## src/design/sorted_table_binary_search_top_defines.svh

```systemverilog
// Assertion helpers used by the search controller.
`ifndef SORTED_TABLE_BINARY_SEARCH_TOP_DEFINES_SVH
`define SORTED_TABLE_BINARY_SEARCH_TOP_DEFINES_SVH

// Property checked at every clock edge outside reset.
`define BSRCH_ASSERT(lbl, prop, msg) \
  lbl: assert property (@(posedge clk_i) disable iff (!rst_ni) prop) else $error(msg);

// Consequent checked in the cycle after the antecedent.
`define BSRCH_ASSERT_NEXT(lbl, ante, cons, msg) \
  lbl: assert property (@(posedge clk_i) disable iff (!rst_ni) ante |=> cons) else $error(msg);

`endif

```

## src/design/bsrch_pkg.sv

```systemverilog
package bsrch_pkg;

  localparam int unsigned TABLE_DEPTH = 1024;
  localparam int unsigned ADDR_W      = $clog2(TABLE_DEPTH);
  localparam int unsigned COUNT_W     = 11;
  localparam int unsigned INDEX_W     = 10;
  localparam int unsigned DATA_W      = 32;
  localparam int unsigned POS_W       = 10;
  // search bounds: low up to TABLE_DEPTH, high down to -1
  localparam int unsigned BOUND_W     = ADDR_W + 2;
  localparam int unsigned CLAMP_W     = (COUNT_W > ADDR_W + 1) ? COUNT_W : ADDR_W + 1;

  typedef enum logic {
    KIND_LOAD  = 1'b0,
    KIND_QUERY = 1'b1
  } kind_e;

  typedef struct packed {
    kind_e                      kind;
    logic [INDEX_W-1:0]         entry_index;
    logic signed [DATA_W-1:0]   entry_value;
    logic signed [DATA_W-1:0]   search_key;
  } in_item_t;

  typedef struct packed {
    logic               found;
    logic [POS_W-1:0]   position;
  } out_item_t;

  typedef enum logic [1:0] {
    ST_IDLE,
    ST_CMP,
    ST_EMPTY
  } state_e;

  typedef struct packed {
    logic load;
    logic start;
    logic step;
    logic emit;
    logic emit_empty;
  } dp_cmd_t;

  typedef struct packed {
    logic count_zero;
    logic done;
  } dp_status_t;

endpackage

```

## src/design/bsrch_ctrl.sv

```systemverilog
`include "sorted_table_binary_search_top_defines.svh"

module bsrch_ctrl (
  input  logic                  clk_i,
  input  logic                  rst_ni,
  input  logic                  in_valid_i,
  input  bsrch_pkg::kind_e      in_kind_i,
  output logic                  in_ready_o,
  input  logic                  out_ready_i,
  output logic                  out_valid_o,
  input  bsrch_pkg::dp_status_t status_i,
  output bsrch_pkg::dp_cmd_t    cmd_o
);

  bsrch_pkg::state_e state_q, state_d;
  logic              out_valid_q, out_valid_d;
  logic              out_free;
  logic              set_out;

  always_ff @(posedge clk_i or negedge rst_ni) begin
    if (!rst_ni) begin
      state_q     <= bsrch_pkg::ST_IDLE;
      out_valid_q <= 1'b0;
    end else begin
      state_q     <= state_d;
      out_valid_q <= out_valid_d;
    end
  end

  always_comb begin
    state_d    = state_q;
    cmd_o      = '0;
    in_ready_o = 1'b0;
    set_out    = 1'b0;
    // output slot can take a result this cycle
    out_free   = !out_valid_q || out_ready_i;
    unique case (state_q)
      bsrch_pkg::ST_IDLE: begin
        in_ready_o = 1'b1;
        if (in_valid_i) begin
          if (in_kind_i == bsrch_pkg::KIND_LOAD) begin
            cmd_o.load = 1'b1;
          end else if (status_i.count_zero) begin
            state_d = bsrch_pkg::ST_EMPTY;
          end else begin
            cmd_o.start = 1'b1;
            state_d     = bsrch_pkg::ST_CMP;
          end
        end
      end
      bsrch_pkg::ST_EMPTY: begin
        if (out_free) begin
          cmd_o.emit_empty = 1'b1;
          set_out          = 1'b1;
          state_d          = bsrch_pkg::ST_IDLE;
        end
      end
      bsrch_pkg::ST_CMP: begin
        // on a full output slot the probe data is simply held
        if (status_i.done) begin
          if (out_free) begin
            cmd_o.emit = 1'b1;
            set_out    = 1'b1;
            state_d    = bsrch_pkg::ST_IDLE;
          end
        end else begin
          cmd_o.step = 1'b1;
        end
      end
      default: begin
        state_d = bsrch_pkg::ST_IDLE;
      end
    endcase
    out_valid_d = set_out || (out_valid_q && !out_ready_i);
  end

  assign out_valid_o = out_valid_q;

  `BSRCH_ASSERT(a_emit_slot_free, (cmd_o.emit || cmd_o.emit_empty) |-> (!out_valid_q || out_ready_i), "result written over a pending item")
  `BSRCH_ASSERT(a_step_not_done, cmd_o.step |-> !status_i.done, "probe step after search end")
  `BSRCH_ASSERT_NEXT(a_start_to_cmp, cmd_o.start, state_q == bsrch_pkg::ST_CMP, "search start did not enter compare")
  `BSRCH_ASSERT(a_busy_no_accept, (state_q != bsrch_pkg::ST_IDLE) |-> !(cmd_o.load || cmd_o.start), "item taken while busy")

endmodule

```

## config.mk

```make
export PLATFORM = sky130hd
export DESIGN_NAME = bsrch_ctrl
export DESIGN_NICKNAME = d
export VERILOG_FILES = /design/src/design/bsrch_pkg.sv /design/src/design/bsrch_ctrl.sv
export VERILOG_INCLUDE_DIRS = /design/src /design/src/design
export SDC_FILE = /design/constraint.sdc
export NUM_CORES = 1
export LEC_CHECK = 0
export BUFFER_PORTS_ARGS = -buffer_cell sky130_fd_sc_hd__buf_2
export CAP_MARGIN = 10
export CORE_AREA = 2 2 39 41
export DETAILED_ROUTE_END_ITERATION = 10
export DIE_AREA = 0 0 41 43
export PLACE_DENSITY = 0.38
export REMOVE_ABC_BUFFERS = 1
export SYNTH_ARGS = -nofsm -noshare
export SYNTH_HDL_FRONTEND = slang
export SYNTH_SLANG_ARGS = --single-unit
```

## constraint.sdc

```tcl
create_clock -name clk_i -period 3.3 [get_ports clk_i]
set_input_delay 0.165 -clock clk_i [delete_from_list [all_inputs] [get_ports clk_i]]
set_output_delay 0.165 -clock clk_i [all_outputs]
set_load 0.02 [all_outputs]
```

Word level (Yosys, flattened, before mapping):

Index checks and enable logic that the tools add are counted.

* bits in registers: 3
* output and inout port bits: 7
* word-level logic and storage cells: 32

* eq/ne operators: 5
* reductions and logical operators: 7
* mux-type cells: 18

Operators by type and width (number)
* $mux 2: 8
* $mux 1: 8
* $ne 2x2->1 const B: 3
* $pmux 2 s3: 1
* $reduce_and 3->1: 1
* $eq 2x1->1 const B: 1
* $eq 2x2->1 const B: 1
* $logic_not 1->1: 2
* $logic_not 2->1: 1
* $logic_or 1x1->1: 2
* $pmux 1 s2: 1
* $logic_and 1x1->1: 1

Depth between registers and ports, before layout:

* word-level depth: 6
* gate-level depth with buffers: 5

Worst setup path after synthesis:

OpenSTA, ideal clock, no wires.

* kind: register to register
* start point: register state_q[0]
* end point: register state_q[0]
* period minus slack after synthesis: 1665 ps
* arrival time: 1596 ps
* setup slack: 1635 ps
* cell stages (with the launch flop): 6
* library setup time: 69 ps
* buffers on the path: 0
* cells stage by stage: dfrtp_1 > inv_1 > ha_1 > and4b_1 > or3b_1 > nand3_1

* cells in the longest elaborated chain, start to end: 3
* elaborated cells between the ends (all ways): 10
* those cells by class: eq/ne: 5; mux: 3; reduce/logical: 2

RTL lines
* start, declared: line bsrch_ctrl.sv:15 `bsrch_pkg::state_e state_q, state_d;`
* start signal, assigned: line bsrch_ctrl.sv:22 `state_q <= bsrch_pkg::ST_IDLE;`
* start signal, assigned: line bsrch_ctrl.sv:25 `state_q <= state_d;`
* $eq 2x1->1 (tied with other cells): line bsrch_ctrl.sv:37 `unique case (state_q)`
* $ne 2x2->1 (no source line) or $mux 2 (tied branches)
* $reduce_and 3->1 (no source line) or $pmux 2 s3 (tied branches)

Parallel ways exist; a longest one is shown, timed or not. The select of a mux whose other input is x is not followed.
A chain may end at the register's enable or synchronous reset.

Worst setup path in the final report:

* start point: register state_q[0]
* end point: register state_q[1]

* cells in the longest elaborated chain, start to end: 3
* elaborated cells between the ends (all ways): 8
* those cells by class: eq/ne: 5; mux: 1; reduce/logical: 2

RTL lines (line)
* $eq 2x1->1 or $logic_not 2->1 (tied branches): bsrch_ctrl.sv:37
* $ne 2x2->1 (no source line)
* $reduce_and 3->1 (no source line)

Parallel ways exist; a longest one is shown, timed or not.

==> results.toml <==
[run_status]
outcome = "finished clean"

[routing]
drt_iter0_markers = 0
routed_wl_um = 563
drc = 0
firstDrtPassIters = 1
ant_nets = 0
via_count = 239
wl_per_cell_um = 9.081
via_per_inst = 3.855

[power_and_ir_drop]
powerDensity_nw_per_um2 = 804.5
netSwitchingFraction_pct = 44.30
p_leak_nw = 0.1988
finalPower_uw = 293.9
ir_drop_uv = 230.2
combPwrFrac_pct = 57.1
p_int_uw = 163.7
p_sw_uw = 130.2
clkPwrFrac_pct = 22.1
seqPwrFrac_pct = 20.8

[final_layout]
drive_above_1_share_pct = 36.96
fin_util_pct = 26.40
final_cell_area_um2 = 365.4
insertedDiodeCount = 0
syn_to_final_growth_pct = 49.74
nNetsFinal = 57

[yosys]
ys_warn_count = 0
synth_common_cells = "dfrtp_1, ha_1, inv_1, nand2_1"
synth_top_area_cell = "dfrtp_1"
synth.cell_area_um2 = 244.0
synth_cell_types = 18
synth_edf_count = 0
yosysSeqAreaShare_pct = 30.77
async_flop_share_pct = 100.0
yosys-top-cells-area = "dfrtp_1, ha_1, nor2b_4"
syn_area_per_cell_um2 = 8.714
synthCells = 28
synthFlopType = "dfrtp_1"
ys_ff_latch = 3
synth_top_area_share_pct = 30.77

[timing]
period_share_pct = 49.08
hold_ws_ns = 0.2626
slew_headroom_pct = 86.99
finalSetupViolCount = 0
clock.fmax_mhz = 617.4
finalHoldViolations = 0
drv_slew = 0
tns_ns = 0
finalCriticalPeriod_ns = 1.620
tightest_slew_ns = 0.1951
rsz0062_at_grt = "false"
skew_ns = 0.001630

[cts]
htreeDepth = 1
cts_setup_buffers = 0
cts_buffer_depth = 2
cts_resized = 0
clk_latency_ns = 0.23
cts_tree = "built"
clk_pin_slew_worst_paths_ns = 0.04
cts.sinks = 3
clock_tree.root_cell = "clkbuf_4"
cts_buffers = 3

[critical_path]
critPathCaptureType = "flop"
cp_max_fo = 4
crit_family = "simple AND/OR/NAND/NOR gates"
worst-path-buf-inv = 1
critPathArrivalTime_ns = 1.77
path_cells = "inv_1, ha_1, and3b_1, or4_1, o21ai_1"
crit_type = "reg -> reg"
critical_path.slowest_cell = "or4_1"
crit_path_start_kind = "flop"
required_ns = 3.45
cpPeakStageDelay_ns = 0.47

[floorplan]
initial_utilization_pct = 17.63
die_width_um = 41
io_pins = 14
dieArea_um2 = 1763
die_h_um = 43
row_count = 14
coreArea_um2 = 1384

[global_route]
overflow = 0
grt_pass1_vias = 225
grt_use_total_pct = 7.545
grt_max_degree = 7
antenna_found_initial = 0
grt_pass1_wl_um = 883

[placed_design]
place.gp.congestion = 0.6241
port_buffers = 13
hpwl_um = 445.2
postPlaceCellArea_um2 = 329.1

[run]
cap_violations = 0

[hold_path]
worstHoldPathType = "in -> async"
==> worst reg2reg max path: cells and delay by family (launching register included) <==
kind / cells / cell delay, ns
AOI/OAI and AO/OA: 1 / 0.10
DFF: 1 / 0.38
buffers and inverters: 1 / 0.08
adders and majority gates: 1 / 0.30
and+or+nand+nor: 2 / 0.69
==> power groups by stage <==
| stage | logic, mW | clock network (mW) | registers [mW] |
|---|---|---|---|
| after floorplan | 0.120 | 0 | 0.0623 |
| after global placement | 0.173 | 0 | 0.0615 |
| after detailed placement | 0.169 | 0 | 0.0620 |
| after CTS | 0.172 | 0.0690 | 0.0616 |
| after global routing | 0.188 | 0.0720 | 0.0653 |
| final | 0.168 | 0.0650 | 0.0610 |
==> routing by layer <==
metal | share of wire [%] | global-route usage, %
met1 | 54 | 11.33
met4 | 0 | 2.000
met3 | 8.2 | 4.712
met2 | 37 | 8.750
met5 | 0 | 0
==> metrics by stage <==
| stage | setup WS [ns] | std cells |
|---|---|---|
| final | 1.680 | 62 |
| after global routing | 1.558 | 62 |
| after CTS | 1.667 | 62 |
| after detailed placement | 1.685 | 57 |
| after global placement | 1.660 | 57 |
| after floorplan | 1.635 | 28 |
==> layout make-up <==
cell class	instances	area (um^2)
Clock buffer	4	26.28
Multi-Input combinational cell	22	157.7
Tap cell	16	20.02
Timing Repair Buffer	14	75.07
Sequential cell	3	75.07
Fill cell	163	1018
Inverter	3	11.26
==> sequential cells by signal, indices dropped and copies added, names as in the netlist <==
name	flops
state_q	2
out_valid_o	1
==> cells in the final DEF (no fill, tap or decap), drive strengths merged <==
master / synthesis / routed
a211oi: 1 / 1
nand2: 3 / 3
or4: 1 / 1
and3: 1 / 1
nor2b: 1 / 1
dfrtp: 3 / 3
o21ai: 3 / 3
and4b: 1 / 1
a21oi: 1 / 1
dlygate4sd3: 0 / 1
buf: 0 / 13
ha: 3 / 3
clkbuf: 0 / 4
or3b: 1 / 1
nand2b: 1 / 1
nand3: 2 / 2
and3b: 1 / 1
and2: 1 / 1
nor2: 1 / 1
inv: 3 / 3
==> what timing repair did <==
item                                    CTS  global route
hold endpoints to repair                  3             0
endpoints found under the setup margin    0             0
hold buffers                              1             0
==> cells by family (layout without fill, tap and decap cells) <==
logic type,Yosys count,in the layout,synth area share [%]
buffers and inverters,3,21,4.615
flip-flops,3,3,30.77
AND/OR/NAND/NOR,14,14,37.95
AO/OA/AOI/OAI,5,5,11.28
adder cells (fa/ha/maj),3,3,15.39
==> final timing paths <==
path | startpoint | end | slack, ns | cells past startpoint
max | state_q[0] | state_q[1] | 1.68 | 5
min | rst_ni | state_q[1] | 0.26 | 2
max reg2reg | state_q[0] | state_q[1] | 1.68 | 5
min reg2reg | state_q[0] | state_q[0] | 0.56 | 2
max in group asynchronous | rst_ni | out_valid_o | 2.93 | 2
min in group clk_i | status_i[1] | state_q[1] | 0.28 | 4
Note: power is estimated with default switching activity, not from simulation.
